--- src/hdl/rwu_pkg.sv ---
// ----------------------------------------------------------------------------
// rwu_pkg: shared types and constants for the rprop weight update core
// Field widths, operation and sign codes, register indexes and the
// structures that travel between the front end, queue and back end.
// ----------------------------------------------------------------------------
package rwu_pkg;

  // field widths
  localparam int unsigned IndexWidth    = 10;
  localparam int unsigned WeightWidth   = 32;
  localparam int unsigned StepWidth     = 31;
  localparam int unsigned FactorWidth   = 16;
  localparam int unsigned FactorFrac    = 12;
  localparam int unsigned SignWidth     = 2;
  localparam int unsigned ProdWidth     = StepWidth + FactorWidth;
  localparam int unsigned ScaledWidth   = ProdWidth - FactorFrac;
  localparam int unsigned CfgIndexWidth = 3;
  localparam int unsigned CfgDataWidth  = 32;
  localparam int unsigned RamWidth      = WeightWidth + StepWidth + SignWidth;

  // register defaults
  localparam logic [FactorWidth-1:0] IncreaseReset = 16'd4506;
  localparam logic [FactorWidth-1:0] DecreaseReset = 16'd2048;
  localparam logic [StepWidth-1:0]   StepMaxReset  = 31'd3276800;
  localparam logic [StepWidth-1:0]   StepMinReset  = 31'd1;
  localparam logic [StepWidth-1:0]   InitStepReset = 31'd6554;

  typedef enum logic [1:0] {
    OP_UPDATE = 2'd0,
    OP_HOLD   = 2'd1,
    OP_ZERO   = 2'd2,
    OP_LOAD   = 2'd3
  } op_e;

  typedef enum logic [SignWidth-1:0] {
    SIGN_ZERO = 2'b00,
    SIGN_POS  = 2'b01,
    SIGN_NEG  = 2'b11
  } sign_e;

  typedef enum logic [CfgIndexWidth-1:0] {
    CFG_INCREASE = 3'd0,
    CFG_DECREASE = 3'd1,
    CFG_STEP_MAX = 3'd2,
    CFG_STEP_MIN = 3'd3,
    CFG_INIT     = 3'd4
  } cfg_reg_e;

  typedef struct packed {
    logic [FactorWidth-1:0] increase_factor;
    logic [FactorWidth-1:0] decrease_factor;
    logic [StepWidth-1:0]   step_max;
    logic [StepWidth-1:0]   step_min;
    logic [StepWidth-1:0]   initial_step;
  } cfg_t;

  // one classified word as it waits in the queue
  typedef struct packed {
    op_e                      op;
    sign_e                    grad_sign;
    logic [IndexWidth-1:0]    entry_index;
    logic signed [WeightWidth-1:0] load_value;
  } item_t;

endpackage

--- src/hdl/rwu_front.sv ---
// ----------------------------------------------------------------------------
// rwu_front: command decode and classification
// Folds the entry index onto the store depth, classifies the gradient sign
// and packs the word that is pushed into the queue.
// ----------------------------------------------------------------------------
module rwu_front #(
  parameter int unsigned ENTRY_DEPTH = 1024,
  localparam int unsigned AddrWidth = (ENTRY_DEPTH > 1) ? $clog2(ENTRY_DEPTH) : 1
) (
  input  logic [1:0]                          op_i,
  input  logic [rwu_pkg::IndexWidth-1:0]      entry_index_i,
  input  logic signed [rwu_pkg::WeightWidth-1:0] gradient_i,
  input  logic signed [rwu_pkg::WeightWidth-1:0] load_value_i,
  output logic [AddrWidth-1:0]                addr_o,
  output rwu_pkg::item_t                      item_o
);

  localparam int unsigned IdxW = rwu_pkg::IndexWidth;

  logic [IdxW-1:0] rem;

  // index modulo depth by restoring subtraction of shifted depths
  always_comb begin
    rem = entry_index_i;
    for (int k = IdxW - 1; k >= 0; k--) begin
      if (longint'(rem) >= (longint'(ENTRY_DEPTH) << k)) begin
        rem = rem - IdxW'(longint'(ENTRY_DEPTH) << k);
      end
    end
  end

  assign addr_o = AddrWidth'(rem);

  // gradient sign class and word packing
  always_comb begin
    item_o.op          = rwu_pkg::op_e'(op_i);
    item_o.entry_index = entry_index_i;
    item_o.load_value  = load_value_i;
    if (gradient_i == '0) begin
      item_o.grad_sign = rwu_pkg::SIGN_ZERO;
    end else if (gradient_i[rwu_pkg::WeightWidth-1]) begin
      item_o.grad_sign = rwu_pkg::SIGN_NEG;
    end else begin
      item_o.grad_sign = rwu_pkg::SIGN_POS;
    end
  end

endmodule

--- config.mk ---
export PLATFORM = sky130hd
export DESIGN_NAME = rwu_front
export DESIGN_NICKNAME = d
export VERILOG_FILES = /design/src/hdl/rwu_pkg.sv /design/src/hdl/rwu_front.sv
export SDC_FILE = /design/constraint.sdc
export NUM_CORES = 1
export LEC_CHECK = 0
export ABC_CLOCK_PERIOD_IN_PS = 2600
export BUFFER_PORTS_ARGS = -buffer_cell sky130_fd_sc_hd__buf_2
export CELL_PAD_IN_SITES_DETAIL_PLACEMENT = 1
export CELL_PAD_IN_SITES_GLOBAL_PLACEMENT = 2
export CORE_MARGIN = 2
export CORE_UTILIZATION = 10
export DETAILED_ROUTE_END_ITERATION = 12
export MAX_ROUTING_LAYER = met4
export PLACE_DENSITY = 0.95
export SETUP_SLACK_MARGIN = 0.3
export SYNTH_ARGS = -nofsm -noshare
export SYNTH_HDL_FRONTEND = slang
export SYNTH_SLANG_ARGS = --single-unit
--- constraint.sdc ---
create_clock -name vclk -period 2.6
set_input_delay 0.52 -clock vclk [all_inputs]
set_output_delay 0.52 -clock vclk [all_outputs]
set_load 0.1 [all_outputs]
=== After elaboration in Yosys (flattened, before gate mapping) ===
Cells that the tools add are included.

* Mux-type cells: 2
* Reductions and logical operators: 1

{| class="wikitable"
|+ Operators with widths
! kind !! number
|-
| zero test 32 bit || 1
|-
| two-way mux 2 bit || 2
|}

* Output and inout bits: 56
* Logic and storage cells: 3
* Register bits after elaboration: 0

=== Logic depth before layout (Yosys ltp) ===
Gate-level depths: netlist of run 1.

* Word-level depth: 2
* Gate-level depth with buffers: 3
* Gate-level depth less buffers: 3

=== Worst setup path after synthesis of run 1 ===
OpenSTA, ideal clock, no wires.

* Path type: input to output
* Start: in gradient_i[26] (netlist name)
* End: out item_o[42] (netlist name)
* Required time: 2.080 ns
* Cell stages on the path: 3
* Path slack: 0.626 ns
* Arrival time: 1.454 ns
* Path through: nor4_1 nand4_1 or2_1

{| class="wikitable"
|+ RTL lines
! element !! line !! RTL
|-
| from (decl) || rwu_front.sv:12 || <nowiki>input logic signed [rwu_pkg::WeightWidth-1:0] gradient_i,</nowiki>
|-
| to (decl) || rwu_front.sv:15 || <nowiki>output rwu_pkg::item_t item_o</nowiki>
|}

==> metrics.txt, run 1 <==
fmax=459 MHz; Tcrit/Tclk final=83.7%; status=completed; most frequent cells in the layout=34 x buf_2, 5 x nor4_1, 3 x nor4_2, 2 x nand4_1, 1 x or2_1; largest net degree at the start of global routing=3; fillers=580; combinational share of power=100.0%; DRT Pass-1 Iters=3; Post-Syn Instances=66; delay of the slowest cell on the worst path=around 0.3 ns; sequential cell area=0 µm²; Max VDD drop=11.3 µV; worst hold margin=between 1 and 1.5 ns; vias per cell=2.91; Critical path origin=gradient_i[8]; Die Y=74.0 µm; DRC Markers=0; Hold Path Class=primary input to primary output; seq_cells=0; WP data required=between 2 and 2.5 ns; post-synth cell types=6; Slew headroom=around 67%; Global Route Usage Sum=under 10%; fraction of layout cells with a size suffix above 1=82.2%; LEAKAGE=0.138 nW; placed cell count=about 110; Max Fanout on Critical Path=1; Std-Cell Rows=25; pwr dens=between 100 and 150 mW/mm²; Arr. time, crit path=1.66 ns; Setup Viol. Count Final=0; Die W=74.0 µm; port buffer count=34; core region area=between 0.004 and 0.005 mm²; Slowest cell on crit path=nor4_1; final setup TNS=0 ns; Fin. Hold Viols=0; initial antenna violation count=0; Syn Std Cell Area=490 µm²; Iter 0 DRT Violations=2; number of diodes=0; Routed Antenna Nets=0; vias in the first global route=361; WL final=around 1.1 mm; cell family with most CP delay=simple AND/OR/NAND/NOR gates; worst path bufs/invs=2; Post-Syn Nets=142; syn_area_per_cell=7.43 µm²; CLK BUF=0; Worst Tran Pin Value=0.496 ns; Starting Density=slightly above 10%; Flop pwr share=0%; cell mode on critical path=buf_2; endpoint class of the critical path=primary output; die area=0.00548 mm²; sw frac=45.2%; Worst setup SP type=primary input; global placement routability congestion=0.608; total of max-cap violations=0; Setup Buffers After CTS=0; most common cell after layout, fill and taps aside=buf_2; worst setup margin=0.423 ns; num ports=132; total congestion overflow=0; vias=326; cell-internal power=approximately 0.019 mW; Total Nets Final=123; Worst Min Path Start=load_value_i[22]; Crit Path Class=primary input to primary output; post-layout min period=2.18 ns; RSZ-0062 raised after global routing=no; Final Slew Violations=0; Clock power frac=0%; Place WS=0.335 ns; synth warn=0; Cell Count, Final, Fillers Out=112; Sw Pwr=0.0159 mW; post-synthesis sequential area ratio=0%; drt wl/cell=9.58 µm; CP cell instances=buf_2 > nor4_1 > nand4_1 > or2_1 > buf_2; area grow syn2layout=-30.4%; first-pass GRT wire length=1.44 mm
cell type report:
| class | count | area (µm²) | area share, % |
|---|---|---|---|
| Multi-Input combinational cell | 11 | 87.6 | 25.6 |
| Tap cell | 67 | 83.8 | 24.5 |
| Timing Repair Buffer | 34 | 170 | 49.8 |
path summary, 6_finish.rpt:
path | end | slack [ns] | depth (start not counted)
worst max-delay path | item_o[42] | 0.42 | 5
worst min-delay path | item_o[22] | 1.04 | 0
cell usage after synthesis, drive strengths merged:
library cell  instances  area [µm²]
buf                  54         405
nor4                  8        62.6
nand4                 2        12.5
clkbuf                1        3.75
or2                   1        6.26
cells by family after synthesis:
family / count (synthesis) / synth area share [%]
buffers and inverters: 55 / 83.4
and+or+nand+nor: 11 / 16.6
power by group through the flow:
stage	Clock, mW	Combinational, mW	Sequential (mW)
after global routing	0	0.0390	0
after CTS	0	0.0352	0
final	0	0.0352	0
after global placement	0	0.0346	0
after floorplan	0	0.401	0
after detailed placement	0	0.0351	0
what timing repair did:
action | 4_1_cts | 5_1_grt
resized for setup | 0 | 1
endpoints found under the setup margin | 0 | 1
hold buffers | 0 | 0
stage by stage:
step / power (mW) / util, % / area [µm²]
after floorplan: 0.401 / - / 490
after global placement: 0.0346 / 7.10 / 335
after detailed placement: 0.0351 / 7.10 / 335
after CTS: 0.0352 / 7.10 / 335
after global routing: 0.0390 / 7.23 / 342
final: 0.0352 / 7.23 / 342
routing by layer:
metal / track usage, % / vias to the layer above / share of wire [%]
met5: - / - / 0
met4: 4.44 / 0 / 12
met3: 1.36 / 30 / 21
met2: 7.14 / 42 / 47
met1: 1.69 / 132 / 21
li1: - / 122 / -
No activity file was read; power rests on OpenSTA's default activity.
==> inputs of run 2 (changes only) <==
- ABC_CLOCK_PERIOD_IN_PS: 2600 -> 1980
- clock period: 2.6 -> 1.98 ns (I/O delays scaled with it)
==> run 2 against run 1 <==
  * Power up 88%
  * Global-route usage up 0.26 points
  * Flip-flop and latch count is the same
  * Die area is the same
  * Non-clock buffer count did not move
  * Worst hold slack lost 0.25 ns
  * Highest routed layer unchanged
  * Via count decreased by 1.5%
  * Largest power group unchanged
  * Combinational power grew 88%
  * Critical endpoint unchanged
  * Design area is 33% higher
  * Final cell count stayed put
==> metrics.txt, run 2 (synthesis results as in run 1) <==
Die W=74.0 µm; Tcrit/Tclk final=90.5%; Max VDD drop=27.8 µV; die area=around 0.0055 mm²; area grow syn2layout=-7.40%; post-layout min period=1.79 ns; DRC Markers=0; sequential cell area=0 µm²; Total Nets Final=123; vias per cell=2.87; most common cell after layout, fill and taps aside=buf_2; vias=321; vias in the first global route=about 370; Worst Min Path Start=load_value_i[22]; final instance area=454 µm²; num ports=132; most frequent cells in the layout=25 x buf_2, 8 x buf_6, 3 x nor4_2, 3 x nor4_4; worst hold path cell count=0; core region area=about 0.0047 mm²; Slew headroom=67.0%; Arr. time, crit path=1.40 ns; Max Fanout on Critical Path=1; DRT Pass-1 Iters=2; pwr dens=~150 mW/mm²; Final Slew Violations=0; Worst setup SP type=primary input; Std-Cell Rows=25; seq_cells=0; endpoint class of the critical path=primary output; first-pass GRT wire length=1.55 mm; status=completed; Starting Density=10.4%; Worst Hold Endpoint=item_o[22]; initial antenna violation count=0; placed cell count=112; WP data required=around 1.6 ns; Final HPWL DP=968 µm; global placement routability congestion=0.616; Worst Tran Pin Value=0.499 ns; CLK BUF=0; Fin. Hold Viols=0; Setup Viol. Count Final=0; RSZ-0062 raised after global routing=yes; port buffer count=34; number of diodes=0; drt wl/cell=between 9 and 10 µm; fraction of layout cells with a size suffix above 1=between 90% and 100%; hold_buf cts=0; Iter 0 DRT Violations=1; largest net degree at the start of global routing=3; Crit Path Class=primary input to primary output; Die Y=74.0 µm; Area after DPL=335 µm²; fmax=~560 MHz; WL final=1.11 mm; Global Route Usage Sum=3.85%; total congestion overflow=0; Cell Count, Final, Fillers Out=between 100 and 150; Routed Antenna Nets=0; Setup Buffers After CTS=0; fillers=about 570; total of max-cap violations=0; Hold Path Class=primary input to primary output; LEAKAGE=0.171 nW
-- run 2: changes by cell type in the layout (fill, tap and decap cells not counted) --
cell	before	now
buf_12	0	1
buf_2	34	25
buf_6	0	8
nor4_1	5	2
nor4_4	0	3
or2_1	1	0
or2_4	0	1
-- run 2: cell type report --
cell class | count | area, µm² | share of cell area (%)
multi-input combinational | 11 | 135 | 29.8
tap | 67 | 83.8 | 18.5
timing repair buffer | 34 | 235 | 51.8
-- run 2: critical path: stages --
cell	delay [ns]
buf_6	0.10
nor4_4	0.26
nand4_1	0.19
or2_4	0.28
buf_12	0.16
-- run 2: what timing repair did --
item	4_1_cts	5_1_grt
pin swaps	3	6
setup endpoints to repair	1	1
resized for setup	12	8
-- run 2: how the worst max path moves through the flow --
stage              startpoint         end  slack (ns)  cells past startpoint
2_1_floorplan  gradient_i[26]  item_o[42]        0.32                      3
3_3_place_gp    gradient_i[7]  item_o[42]       -0.05                      5
3_5_place_dp    gradient_i[7]  item_o[42]       -0.06                      5
4_1_cts        gradient_i[16]  item_o[42]        0.15                      5
5_1_grt        gradient_i[17]  item_o[42]        0.14                      5
6_report        gradient_i[7]  item_o[42]        0.19                      5
-- run 2: metrics by stage --
step           hold WS [ns]  power, mW  setup slack, ns  TNS, ns  utilization [%]
6_report              0.792     0.0660            0.188        0             9.62
3_3_place_gp          0.793     0.0460          -0.0516  -0.0516             7.10
5_1_grt               0.792     0.0713            0.137        0             9.62
3_5_place_dp          0.793     0.0471          -0.0582  -0.0582             7.10
4_1_cts               0.793     0.0559            0.145        0             8.45
2_1_floorplan          1.00      0.527            0.315        0                -
-- run 2: power by group --
part | internal [mW] | switching, mW | total (mW)
registers | 0 | 0 | 0
clock network | 0 | 0 | 0
logic | 0.0376 | 0.0284 | 0.0660
total | 0.0376 | 0.0284 | 0.0660
-- run 2: layer usage --
metal / up-vias / track usage [%] / wire [µm]
li1: 121 / - / -
met1: 132 / 2.33 / 287
met2: 39 / 7.54 / 522
met3: 29 / 0.678 / 167
met4: 0 / 4.85 / 136
met5: - / - / 0
==> inputs of run 3 (changes only) <==
- REMOVE_ABC_BUFFERS: default -> 1
==> run 3 against run 2 <==
  * Largest power group unchanged
  * First-iteration DRC count rose to 3.0 times the previous value
  * Combinational power down 10%
  * Design area decreased by 6.1%
  * Critical endpoint unchanged
  * Highest routed layer is now met3
  * Sequential share of layout area stayed put
  * Largest cell class unchanged
  * Final cell count unchanged
==> metrics.txt, run 3 (synthesis results as in run 1) <==
status=completed; fillers=579; first-pass GRT wire length=3.24 mm; fmax=549 MHz; Sw Pwr=around 0.026 mW; drt wl/cell=approximately 25 µm; Fin. Hold Viols=0; Std-Cell Rows=25; WP data required=1.58 ns; Starting Density=10.4%; port buffer count=34; vias=approximately 370; most common cell after layout, fill and taps aside=buf_2; Flop pwr share=0%; DRT Pass-1 Iters=2; Crit Path Class=primary input to primary output; cell-internal power=about 0.033 mW; total of max-cap violations=0; area grow syn2layout=-13.0%; endpoint class of the critical path=primary output; core region area=0.00472 mm²; Clock power frac=0%; Worst setup SP type=primary input; RSZ-0062 raised after global routing=yes; Max Fanout on Critical Path=1; Setup Viol. Count Final=0; Total Nets Final=between 100 and 150; die area=0.00548 mm²; post-layout min period=1.82 ns; Die W=74.0 µm; LEAKAGE=0.163 nW; Arr. time, crit path=between 1 and 1.5 ns; final setup TNS=0 ns; sw frac=around 44%; Routed Antenna Nets=0; largest net degree at the start of global routing=3; Die Y=74.0 µm; WL final=2.85 mm; Slew headroom=approximately 68%; Worst Tran Pin Value=between 0.4 and 0.5 ns; pwr dens=139 mW/mm²; fraction of layout cells with a size suffix above 1=91.1%; Iter 0 DRT Violations=3; Pwr Total=0.0592 mW; CLK BUF=0; Tcrit/Tclk final=92.1%; most frequent cells in the layout=28 x buf_2, 5 x buf_6, 4 x nor4_2; total congestion overflow=0; initial antenna violation count=0; Setup Buffers After CTS=0; Hold Path Class=primary input to primary output; seq_cells=0; global placement routability congestion=0.707; sequential cell area=0 µm²; vias in the first global route=between 300 and 400; Max VDD drop=29.1 µV; number of diodes=0; DRC Markers=0; combinational share of power=100.0%; vias per cell=3.27; num ports=132; Final Slew Violations=0; Global Route Usage Sum=9.47%
run 3: cell counts in the layout (fill, tap and decap cells not counted):
Identical to the previous run, type by type.
run 3: what timing repair did:
action / 4_1_cts / 5_1_grt
gates resized for setup: 13 / 3
hold buffers: 0 / 0
endpoints found under the setup margin: 1 / 1
pin swaps: 5 / 3
run 3: layout make-up:
cell class / count / area (µm²) / share of cell area [%]
tap: 67 / 83.8 / 19.6
multi-input combinational: 11 / 126 / 29.6
timing repair buffer: 34 / 216 / 50.7
run 3: metal layers:
| metal | share of wire, % | track usage, % | vias up |
|---|---|---|---|
| met3 | 40 | 16.5 | 0 |
| met4 | 0 | 0 | 0 |
| met1 | 26 | 7.49 | 154 |
| met2 | 34 | 11.4 | 91 |
| met5 | 0 | - | - |
| li1 | - | - | 121 |
run 3: final timing paths:
kind | start | endpoint | depth (start not counted)
worst max-delay path | gradient_i[17] | item_o[42] | 5
worst min-delay path | load_value_i[6] | item_o[6] | 0
run 3: worst max-delay path: stages:
cell	delay [ns]
buf_6	0.09
nor4_4	0.28
nand4_1	0.20
or2_4	0.29
buf_12	0.16
run 3: stage by stage:
step	instance area [µm²]	cells	setup WS [ns]	util (%)	hold slack [ns]
3_3_place_gp	335	112	0.0405	7.10	0.794
2_1_floorplan	81.3	11	0.254	-	0.792
6_report	427	112	0.157	9.03	0.793
5_1_grt	427	112	0.103	9.03	0.792
4_1_cts	409	112	0.168	8.66	0.794
3_5_place_dp	335	112	0.0126	7.10	0.794
run 3: power groups by stage:
stage / sequential (mW) / combinational [mW] / clock [mW]
global route: 0 / 0.0634 / 0
finish: 0 / 0.0592 / 0
floorplan: 0 / 0.00348 / 0
CTS: 0 / 0.0565 / 0
global placement: 0 / 0.0442 / 0
detailed placement: 0 / 0.0454 / 0
