==> config.mk <==
export PLATFORM = sky130hd
export DESIGN_NAME = rwu_queue
export DESIGN_NICKNAME = d
export VERILOG_FILES = /design/src/hdl/rwu_queue.sv
export SDC_FILE = /design/constraint.sdc
export NUM_CORES = 1
export LEC_CHECK = 0
export ABC_AREA = 1
export BUFFER_PORTS_ARGS = -buffer_cell sky130_fd_sc_hd__buf_2
export CORE_MARGIN = 8
export CORE_UTILIZATION = 57
export CTS_BUF_LIST = sky130_fd_sc_hd__clkbuf_4 sky130_fd_sc_hd__clkbuf_8
export DETAILED_ROUTE_END_ITERATION = 7
export PLACE_DENSITY = 0.93
export SLEW_MARGIN = 20
export SYNTH_ARGS = -nofsm -noshare
export SYNTH_HDL_FRONTEND = slang
export SYNTH_SLANG_ARGS = --single-unit
==> constraint.sdc <==
create_clock -name clk_i -period 1.8 [get_ports clk_i]
set_input_delay 0.45 -clock clk_i [delete_from_list [all_inputs] [get_ports clk_i]]
set_output_delay 0.45 -clock clk_i [all_outputs]
set_load 0.02 [all_outputs]
==> src/hdl/rwu_queue.sv <==
// ----------------------------------------------------------------------------
// rwu_queue: two-word queue between front end and back end
// Register based, head word readable in the cycle it is popped.
// ----------------------------------------------------------------------------
module rwu_queue #(
  parameter int unsigned WIDTH = 8
) (
  input  logic             clk_i,
  input  logic             rst_ni,
  input  logic             push_i,
  input  logic [WIDTH-1:0] data_i,
  input  logic             pop_i,
  output logic             valid_o,
  output logic             full_o,
  output logic [WIDTH-1:0] data_o
);

  logic [WIDTH-1:0] slot_q [2];
  logic             wr_ptr_q, wr_ptr_d;
  logic             rd_ptr_q, rd_ptr_d;
  logic [1:0]       count_q, count_d;

  assign valid_o = (count_q != 2'd0);
  assign full_o  = (count_q == 2'd2);
  assign data_o  = slot_q[rd_ptr_q];

  // pointer and fill level update
  always_comb begin
    wr_ptr_d = wr_ptr_q ^ push_i;
    rd_ptr_d = rd_ptr_q ^ pop_i;
    count_d  = count_q + {1'b0, push_i} - {1'b0, pop_i};
  end

  always_ff @(posedge clk_i or negedge rst_ni) begin
    if (!rst_ni) begin
      wr_ptr_q <= 1'b0;
      rd_ptr_q <= 1'b0;
      count_q  <= 2'd0;
    end else begin
      wr_ptr_q <= wr_ptr_d;
      rd_ptr_q <= rd_ptr_d;
      count_q  <= count_d;
    end
  end

  // word storage
  always_ff @(posedge clk_i) begin
    if (push_i) begin
      slot_q[wr_ptr_q] <= data_i;
    end
  end

`ifndef ASSERT_OFF
  assert property (@(posedge clk_i) disable iff (!rst_ni) pop_i |-> count_q != 2'd0)
    else $error("queue popped while empty");
`endif

endmodule

=== Word level (Yosys, flattened, before mapping) ===
Memories as Yosys holds them, arrays and structs flattened.
Index checks and enable logic that the tools add are counted.

* Register bits: 4
* RAM bits: 16
* Bits of input ports: 12
* Output and inout port bits: 10
* Logic and storage cells: 12
* Memories: 1

{| class="wikitable"
|+ Memories
! memory !! words !! width !! rd ports !! clocked after memory_dff !! write ports !! line !! RTL
|-
| slot_q || 2 || 8 || 1 || 0 || 1 || 18 || <nowiki>logic [WIDTH-1:0] slot_q [2];</nowiki>
|}

* Add/subtract/negate cells: 2
* Equality and inequality tests: 1
* Muxes and demuxes: 2
* Bitwise gates (word level): 2
* Reductions and logical operators: 1

{| class="wikitable"
|+ Operators with widths
! operator !! number
|-
| $add 2x1->2 || 1
|-
| $eq 2x2->1 const B || 1
|-
| $mux 1 || 2
|-
| $reduce_bool 2->1 || 1
|-
| $sub 2x1->2 || 1
|-
| $xor 1x1->1 || 2
|}

=== Depth between registers and ports, before layout ===
Gate-level depths: netlist of run 1.

* Word-level depth: 2
* Gate-level depth with buffers: 7
* Depth with buffers taken out: 7

=== Worst setup path before layout of run 1 ===
OpenSTA, ideal clock, no wires.

* Path kind: reg2out
* Start: register rd_ptr_q
* End: output port data_o[0]
* Arrival: 0.981 ns
* Required time: 1.350 ns
* Path slack: 0.369 ns
* Stages on the path, launching flop included: 3
* Path buffers: 1
* Cell sequence: dfrtp_1 -> buf_6 -> o21ai_0

* Longest elaborated chain between the ends: 1

{| class="wikitable"
|+ Ends and longest elaborated chain
! item !! line !! RTL
|-
| from (decl) || 20 || <nowiki>logic rd_ptr_q, rd_ptr_d;</nowiki>
|-
| from (signal assigned) || 41 || <nowiki>rd_ptr_q <= rd_ptr_d;</nowiki>
|-
| $mem_v2 2x8 || -- ||
|-
| to (decl) || 15 || <nowiki>output logic [WIDTH-1:0] data_o</nowiki>
|}

No other way between the ends.

=== Final worst setup path of run 1 ===
* Start: register rd_ptr_q
* End: output port data_o[1]

The elaborated chain is that of the path after synthesis.

==> results of run 1 <==
==> worst register-to-register path, stage by stage (launching register included) <==
cell and delay [ns]:
dfrtp_1 0.39, inv_1 0.08, ha_1 0.23, inv_1 0.06
ha_1 0.15, inv_1 0.04, nand2_1 0.05, nand2_1 0.05
==> synthesized netlist by cell type <==
master    instances  share of area, %
dfrtp_1           4                12
nand3_1           1              0.60
buf_12            1               2.4
o21ai_0           5               3.0
inv_1            15               6.7
edfxtp_1         16                57
o21ai_2           3               3.1
nor2_1            1              0.45
buf_6             1               1.3
nand2_1          14               6.3
xor2_1            1               1.0
ha_1              4               6.0
==> cell families (layout without fill, tap and decap cells) <==
group | count (synthesis) | after routing | synth area share, %
AO/OA/AOI/OAI | 8 | 8 | 6.11
XOR/XNOR | 1 | 1 | 1.04
adder cells (fa/ha/maj) | 4 | 4 | 5.96
buffers and inverters | 17 | 41 | 10.4
flip-flops | 20 | 20 | 69.2
AND/OR/NAND/NOR | 16 | 16 | 7.30
==> where the power goes <==
| group | total [W] | switching, W | internal (W) | leakage, nW |
|---|---|---|---|---|
| Sequential | 0.000719 | 0.0000892 | 0.000630 | 0.196 |
| Combinational | 0.000538 | 0.000350 | 0.000188 | 0.252 |
| Clock | 0.000207 | 0.000126 | 0.0000805 | 0.0154 |
==> layout by cell type (no fill, tap or decap), types with 3 or more instances in the layout <==
| cell type | count |
|---|---|
| clkbuf_4 | 3 |
| dfrtp_1 | 3 |
| ha_1 | 4 |
| edfxtp_1 | 16 |
| o21ai_2 | 3 |
| nand2_1 | 14 |
| o21ai_0 | 5 |
| inv_1 | 15 |
| buf_2 | 21 |
==> metal layers <==
metal  wire, um  track usage [%]  part of all wire, %
met5          0                0                    0
met3         73             2.45                  5.4
met1        494             8.97                   37
met4         12             5.74                 0.89
met2        761             18.7                   57
==> layout make-up <==
class                   instances  area [um2]  share of cell area, %
flip-flops and latches         20         582                   59.9
inverters                      15        56.3                   5.80
repair buffers                 22         115                   11.9
multi-input cells              29         171                   17.7
well taps                      16        20.0                   2.06
clock buffers                   3        22.5                   2.32
clock inverters                 1        3.75                  0.387
==> per-stage QoR <==
stage                     power (W)  area, um2  utilization, %  setup WS, ns  cells
final                       0.00146        971            67.6        0.0953    106
after global routing        0.00157        971            67.6        0.0252    106
after CTS                   0.00148        971            67.6        0.0696    106
after detailed placement    0.00128        933            65.0         0.281    101
after global placement      0.00124        933            65.0         0.339    101
after floorplan             0.00116        840               -         0.369     66
==> what timing repair did <==
item | CTS | global route
endpoints found under the setup margin | 8 | 0
hold buffers | 1 | 0
hold endpoints to repair | 4 | 0
gates resized for setup | 1 | 0
==> flip-flops by register name, summed over array words and instances (netlist names) <==
| name | count |
|---|---|
| rd_ptr_q | 1 |
| slot_q | 16 |
| count_q | 2 |
| wr_ptr_q | 1 |
==> worst max path at each step <==
stage	start	endpoint	slack, ns
6_report	rd_ptr_q	data_o[1]	0.1
5_1_grt	rd_ptr_q	data_o[3]	0.03
4_1_cts	rd_ptr_q	data_o[1]	0.07
3_5_place_dp	rd_ptr_q	data_o[1]	0.28
3_3_place_gp	rd_ptr_q	data_o[1]	0.34
2_1_floorplan	rd_ptr_q	data_o[0]	0.37
==> impl_metrics.tcl, run 1 <==
set metrics [dict create \
    syn_area_um2 840 \
    yosysSeqAreaShare_pct 69.2 \
    grt_overflow 0 \
    drtAntennaViolNets 0 \
    arrival_ns 1.25 \
    fillCellCount 102 \
    ir_worst_vdd_mv 0.803 \
    clock_skew_ns 0.00356 \
    max-slew-margin-rel_pct 73.3 \
    start_util_pct 58.4 \
    nets 107 \
    cts_setup_buffers 0 \
    syn_avg_cell_area_um2 12.7 \
    ys_types 12 \
    h-tree-depth 1 \
    io_pins 22 \
    worstSetupPathType "reg -> out" \
    first_iter_violations 15 \
    die_y_um 54.4 \
    rows 14 \
    max_freq_mhz 587 \
    drc_errors 0 \
    clkTransAtPathRegs_ns 0.11 \
    rsz0062_at_grt "no" \
    rr_worst_depth 7 \
    syn_inst 66 \
    area_growth_syn_to_layout_pct 15.6 \
    grt_pass1_vias 523 \
    clock-sinks 20 \
    crit_required_ns 1.35 \
    dieWidth_um 54.4 \
    cp_slowest_stage_delay_ns 0.54 \
    layout_min_cycle_time_ns 1.70 \
    antenna_found_initial 0 \
    hold_class "in -> reg" \
    drive_gt1_share_pct 31.1 \
    critical_path_buf_inv_count 1 \
    drt-total-wl_um 1340 \
    dr.pass1.iters 4 \
    hpwl_um 1030 \
    numCtsBuffers 3 \
    portBuffers 21 \
    globalRouteTotalUtil_pct 9.77 \
    syn_nets 82 \
    reg2reg_from "count_q[0]" \
    core_mm2 0.00144 \
    synth_warnings 0 \
    ys_ff_latch 20 \
    tns_ns 0 \
    timing.rr.end "count_q[1]" \
    place_congestion 0.769 \
    hold_violations 0 \
    post-route-period-util_pct 94.7 \
    vias 506 \
    cp-start-kind "flip-flop" \
    maxCapViolCount 0 \
    cts_tree "built" \
    hold_depth 1 \
    fp.dieArea_mm2 0.00296 \
    antenna_cells 0 \
    crit_cells 2 \
    end_kind "output pin" \
    grt_pass1_wl_um 2120 \
    cts-root-buf "clkbuf_4" \
    min-delay-start "data_i[6]" \
    cp_slowest_cell "dfrtp_2" \
    cp_max_fo 17 \
    pwr_density_cell_mw_per_mm2 1510 \
    worst_slew_pin_slew_ns 0.401 \
    crit_family "flip-flops" \
    clock_path_buffers 2 \
    slew_violations 0 \
    crit_chain "o21ai_0, buf_2" \
    grt_start_max_net_pins 18 \
    viasPerCell 4.77 \
    min_to "slot_q[0][6]" \
    clock_latency_ns 0.29 \
    finalSetupViolCount 0 \
    status "complete, no violations" \
    hold_ws_ns 0.342 \
    r2r_slack_ns 0.66 \
    power.leakage_nw 0.464 \
    avgRoutedWirePerCell_um 12.7 \
]
Power figures use the tool's default switching activity.
==> inputs of run 2 (changes only) <==
--- a/config.mk
+++ b/config.mk
@@ -8,10 +8,10 @@
 export ABC_AREA = 1
 export BUFFER_PORTS_ARGS = -buffer_cell sky130_fd_sc_hd__buf_2
 export CORE_MARGIN = 8
-export CORE_UTILIZATION = 57
+export CORE_UTILIZATION = 53
 export CTS_BUF_LIST = sky130_fd_sc_hd__clkbuf_4 sky130_fd_sc_hd__clkbuf_8
 export DETAILED_ROUTE_END_ITERATION = 7
-export PLACE_DENSITY = 0.93
+export PLACE_DENSITY = 0.88
 export SLEW_MARGIN = 20
 export SYNTH_ARGS = -nofsm -noshare
 export SYNTH_HDL_FRONTEND = slang
==> constraint.sdc (replaced) <==
create_clock -name clk_i -period 1.9 [get_ports clk_i]
set_input_delay 0.475 -clock clk_i [delete_from_list [all_inputs] [get_ports clk_i]]
set_output_delay 0.475 -clock clk_i [all_outputs]
set_load 0.02 [all_outputs]
==> impl_metrics.tcl, run 2 (same netlist as run 1, synthesis figures left out) <==
set metrics [dict create \
    post-route-period-util_pct 88.7 \
    vias 534 \
    h-tree-depth 1 \
    status "complete, no violations" \
    setup_slack_ns 0.215 \
    die_y_um 55.8 \
    grt_pass1_wl_um 2520 \
    hpwl_um 1160 \
    rsz0062_at_grt "no" \
    cp_slowest_cell "dfrtp_2" \
    first_iter_violations 14 \
    ir_worst_vdd_mv 0.821 \
    pwr_density_cell_mw_per_mm2 1450 \
    antenna_found_initial 0 \
    cts_tree "built" \
    rows 14 \
    cp_slowest_stage_delay_ns 0.56 \
    tns_ns 0 \
    crit_family "flip-flops" \
    drc_errors 0 \
    portBuffers 21 \
    avgRoutedWirePerCell_um 14.3 \
    io_pins 22 \
    rr_worst_depth 2 \
    cp-start-kind "flip-flop" \
    reg2reg_from "wr_ptr_q" \
    fp.dieArea_mm2 0.00311 \
    maxCapViolCount 0 \
    worstSetupPathType "reg -> out" \
    max-slew-margin-rel_pct 73.4 \
    timing.rr.end "slot_q[0][7]" \
    antenna_cells 0 \
    dr.pass1.iters 5 \
    clock_latency_ns 0.29 \
    hold_class "in -> reg" \
    globalRouteTotalUtil_pct 9.84 \
    grt_overflow 0 \
    drtAntennaViolNets 0 \
    final_cell_mix "buf_2, edfxtp_1, inv_1" \
    area_growth_syn_to_layout_pct 15.2 \
    cp_max_fo 17 \
    drive_gt1_share_pct 31.5 \
    max_freq_mhz 594 \
    cts_setup_buffers 0 \
    finalSetupViolCount 0 \
    hold_violations 0 \
    cts-root-buf "clkbuf_4" \
    start_util_pct 56.4 \
    viasPerCell 5.09 \
    crit_end "data_o[5]" \
    reg_top3 "slot_q (16), count_q (2)" \
    clock_skew_ns 0.00499 \
    numCtsBuffers 3 \
    drt-total-wl_um 1500 \
    r2r_slack_ns 0.71 \
    dieWidth_um 55.8 \
    nets 107 \
    worst_slew_pin_slew_ns 0.400 \
    largest_reg_flops 16 \
    pre_cts_slack_ns 0.355 \
    regMostFlops "slot_q" \
    crit_cells 3 \
    final_common_cell "buf_2" \
    core_mm2 0.00149 \
    clkTransAtPathRegs_ns 0.10 \
    layout_min_cycle_time_ns 1.68 \
    clock_path_buffers 2 \
    arrival_ns 1.21 \
    crit_chain "nand2_1, o21ai_2, buf_2" \
    grt_pass1_vias 577 \
    crit_required_ns 1.42 \
    clock-sinks 20 \
    setup.worst_path.start "rd_ptr_q" \
    critical_path_buf_inv_count 1 \
    end_kind "output pin" \
    slew_violations 0 \
    grt_start_max_net_pins 18 \
    power.leakage_nw 0.462 \
    place_congestion 0.785 \
]
[run 2: metal layers]
layer	track usage, %	wire length, um	vias to the layer above
met5	0	0	-
met4	3.17	28	0
met3	5.25	119	4
met2	17.6	823	18
met1	9.29	530	253
li1	-	-	259
[run 2: worst min-delay path by stage]
stage	end	from	slack [ns]	depth (start not counted)
finish	slot_q[1][1]	data_i[1]	0.37	1
global route	slot_q[0][5]	data_i[5]	0.35	1
CTS	slot_q[0][1]	data_i[1]	0.37	1
detailed placement	count_q[1]	rst_ni	0.29	1
global placement	count_q[1]	rst_ni	0.29	1
floorplan	count_q[0]	rst_ni	0.18	0
[run 2: final cells by class]
type,count,area (um2)
repair buffers,22,115
well taps,16,20.0
flip-flops and latches,20,582
fillers,129,522
inverters,15,56.3
clock buffers,3,22.5
multi-input cells,29,171
[run 2: what timing repair did]
action | CTS | global route
setup endpoints to repair | 0 | 8
endpoints found under the hold margin | 4 | 0
hold buffers | 1 | 0
resized for setup | 0 | 1
[run 2: metrics by stage]
| stage | total power [W] | util, % | hold slack [ns] | cells | area [um2] |
|---|---|---|---|---|---|
| final | 0.00140 | 65.0 | 0.370 | 105 | 967 |
| after global routing | 0.00150 | 65.0 | 0.350 | 105 | 967 |
| after CTS | 0.00140 | 64.9 | 0.370 | 105 | 966 |
| after detailed placement | 0.00122 | 62.7 | 0.292 | 101 | 933 |
| after global placement | 0.00117 | 62.7 | 0.288 | 101 | 933 |
| after floorplan | 0.00110 | - | 0.179 | 66 | 840 |
[run 2: where the power goes]
| part | switching, W | internal, W | total (W) |
|---|---|---|---|
| Clock | 0.000113 | 0.0000735 | 0.000187 |
| Combinational | 0.000349 | 0.000179 | 0.000527 |
| Sequential | 0.0000868 | 0.000597 | 0.000684 |
==> inputs of run 3 (changes only) <==
--- a/config.mk
+++ b/config.mk
@@ -7,11 +7,12 @@
 export LEC_CHECK = 0
 export ABC_AREA = 1
 export BUFFER_PORTS_ARGS = -buffer_cell sky130_fd_sc_hd__buf_2
+export CORE_ASPECT_RATIO = 0.8
 export CORE_MARGIN = 8
-export CORE_UTILIZATION = 53
+export CORE_UTILIZATION = 48
 export CTS_BUF_LIST = sky130_fd_sc_hd__clkbuf_4 sky130_fd_sc_hd__clkbuf_8
 export DETAILED_ROUTE_END_ITERATION = 7
-export PLACE_DENSITY = 0.88
+export PLACE_DENSITY = 0.85
 export SLEW_MARGIN = 20
 export SYNTH_ARGS = -nofsm -noshare
 export SYNTH_HDL_FRONTEND = slang
==> constraint.sdc (replaced) <==
create_clock -name clk_i -period 1.4 [get_ports clk_i]
set_input_delay 0.35 -clock clk_i [delete_from_list [all_inputs] [get_ports clk_i]]
set_output_delay 0.35 -clock clk_i [all_outputs]
set_load 0.02 [all_outputs]
==> impl_metrics.tcl, run 3 (same netlist as run 1, synthesis figures left out) <==
set metrics [dict create \
    post-route-util_pct 69.8 \
    first_iter_violations 15 \
    rsz0062_at_grt "yes" \
    hold_depth 1 \
    crit_required_ns 1.05 \
    crit_chain "buf_6, o21ai_1, buf_4" \
    pwr_density_cell_mw_per_mm2 2180 \
    viasPerCell 4.61 \
    ir_worst_vdd_mv 0.957 \
    antenna_cells 0 \
    vias 558 \
    tns_ns -1.29 \
    pre_cts_slack_ns -0.0289 \
    worst_slew_pin_slew_ns 0.383 \
    violations "negative setup slack" \
    met2_usage_pct 22.0 \
    use_met3_pct 2.11 \
    dieWidth_um 62.8 \
    crit_cells 3 \
    drive_gt1_share_pct 49.5 \
    clock_path_buffers 2 \
    drc_errors 0 \
    setup_slack_ns -0.183 \
    max-slew-margin-rel_pct 74.5 \
    final_cell_mix "edfxtp_1, inv_1, buf_2" \
    arrival_ns 1.23 \
    dr.pass1.iters 3 \
    hpwl_um 1250 \
    maxCapViolCount 0 \
    drt-total-wl_um 1860 \
    h-tree-depth 1 \
    finalSetupViolCount 8 \
    clock-sinks 20 \
    portBuffers 21 \
    die_y_um 53.4 \
    hold_ws_ns 0.230 \
    largest_reg_flops 16 \
    cp_slowest_cell "dfrtp_2" \
    clock_latency_ns 0.30 \
    fillCellCount 107 \
    post-route-period-util_pct 113 \
    antenna_found_initial 0 \
    place_area_um2 941 \
    critical_path_buf_inv_count 2 \
    core_mm2 0.00164 \
    cp_slowest_stage_delay_ns 0.49 \
    fp.dieArea_mm2 0.00335 \
    worstSetupPathType "reg -> out" \
    crit_family "flip-flops" \
    power.leakage_nw 0.538 \
    numCtsBuffers 3 \
    use_met1_pct 10.2 \
    hold_class "in -> reg" \
    hold_violations 0 \
    slew_violations 0 \
    grt_start_max_net_pins 12 \
    clock_skew_ns 0.00150 \
    regMostFlops "slot_q" \
    cp_max_fo 7 \
    end_kind "output pin" \
    area_growth_syn_to_layout_pct 36.5 \
    final_common_cell "edfxtp_1" \
    grt_pass1_vias 575 \
    avgRoutedWirePerCell_um 15.4 \
    reg_top3 "slot_q (16), count_q (2)" \
    rows 13 \
    max_freq_mhz 632 \
    rr_worst_depth 7 \
    layout_min_cycle_time_ns 1.58 \
    grt_overflow 0 \
    fin_area_mm2 0.00115 \
    drtAntennaViolNets 0 \
    clkTransAtPathRegs_ns 0.11 \
    start_util_pct 51.1 \
    grt_pass1_wl_um 2750 \
    globalRouteTotalUtil_pct 10.9 \
    cts_tree "built" \
    io_pins 22 \
    status "finished with violations" \
    cp-start-kind "flip-flop" \
    nets 116 \
    grt.busiest_layer "met2" \
    place_congestion 0.680 \
    cts-root-buf "clkbuf_4" \
]
[run 3: cell count changes in the layout (fill, tap and decap cells not counted), moves of 4 or more]
| cell | delta |
|---|---|
| o21ai_2 | +4 |
| nand2_1 | -6 |
| o21ai_0 | -5 |
| nand2_2 | +6 |
| buf_2 | -9 |
| buf_4 | +9 |
| buf_6 | +8 |
[run 3: worst paths after layout]
| path | from | to | slack, ns |
|---|---|---|---|
| worst max-delay path | rd_ptr_q | data_o[3] | -0.18 |
| worst min-delay path | data_i[1] | slot_q[0][1] | 0.23 |
| worst max register to register | count_q[0] | count_q[1] | 0.15 |
| worst min register to register | wr_ptr_q | wr_ptr_q | 0.63 |
| max in group asynchronous | rst_ni | rd_ptr_q | 0.90 |
| min in group asynchronous | rst_ni | count_q[1] | 0.37 |
[run 3: stage by stage]
stage / total power [W] / instances
finish: 0.00250 / 121
detailed placement: 0.00167 / 107
floorplan: 0.00149 / 66
global route: 0.00264 / 121
CTS: 0.00225 / 116
global placement: 0.00159 / 107
[run 3: power breakdown]
| group | switching [W] | internal, W | leakage, nW |
|---|---|---|---|
| combinational | 0.000668 | 0.000594 | 0.321 |
| sequential | 0.0000899 | 0.000812 | 0.196 |
| clock | 0.000176 | 0.000159 | 0.0210 |
| total | 0.000934 | 0.00157 | 0.538 |
[run 3: layer usage]
layer	wire length (um)	vias up
met5	0	-
met4	16	0
met3	53	2
met2	1100	11
met1	694	268
li1	-	277
[run 3: final cells by class]
type                            instances  area, um2  share of cell area (%)
Tap cell                               22       27.5                    2.40
Timing Repair Buffer                   31        243                    21.2
Sequential cell                        20        582                    50.8
Inverter                               15       56.3                    4.91
Multi-Input combinational cell         29        201                    17.6
Clock buffer                            4       36.3                    3.17
[run 3: what timing repair did]
item,CTS,global route
gates resized for setup,20,16
setup endpoints to repair,8,10
hold buffers,1,0
setup buffers,4,5
endpoints found under the hold margin,4,0
pin swaps,4,3
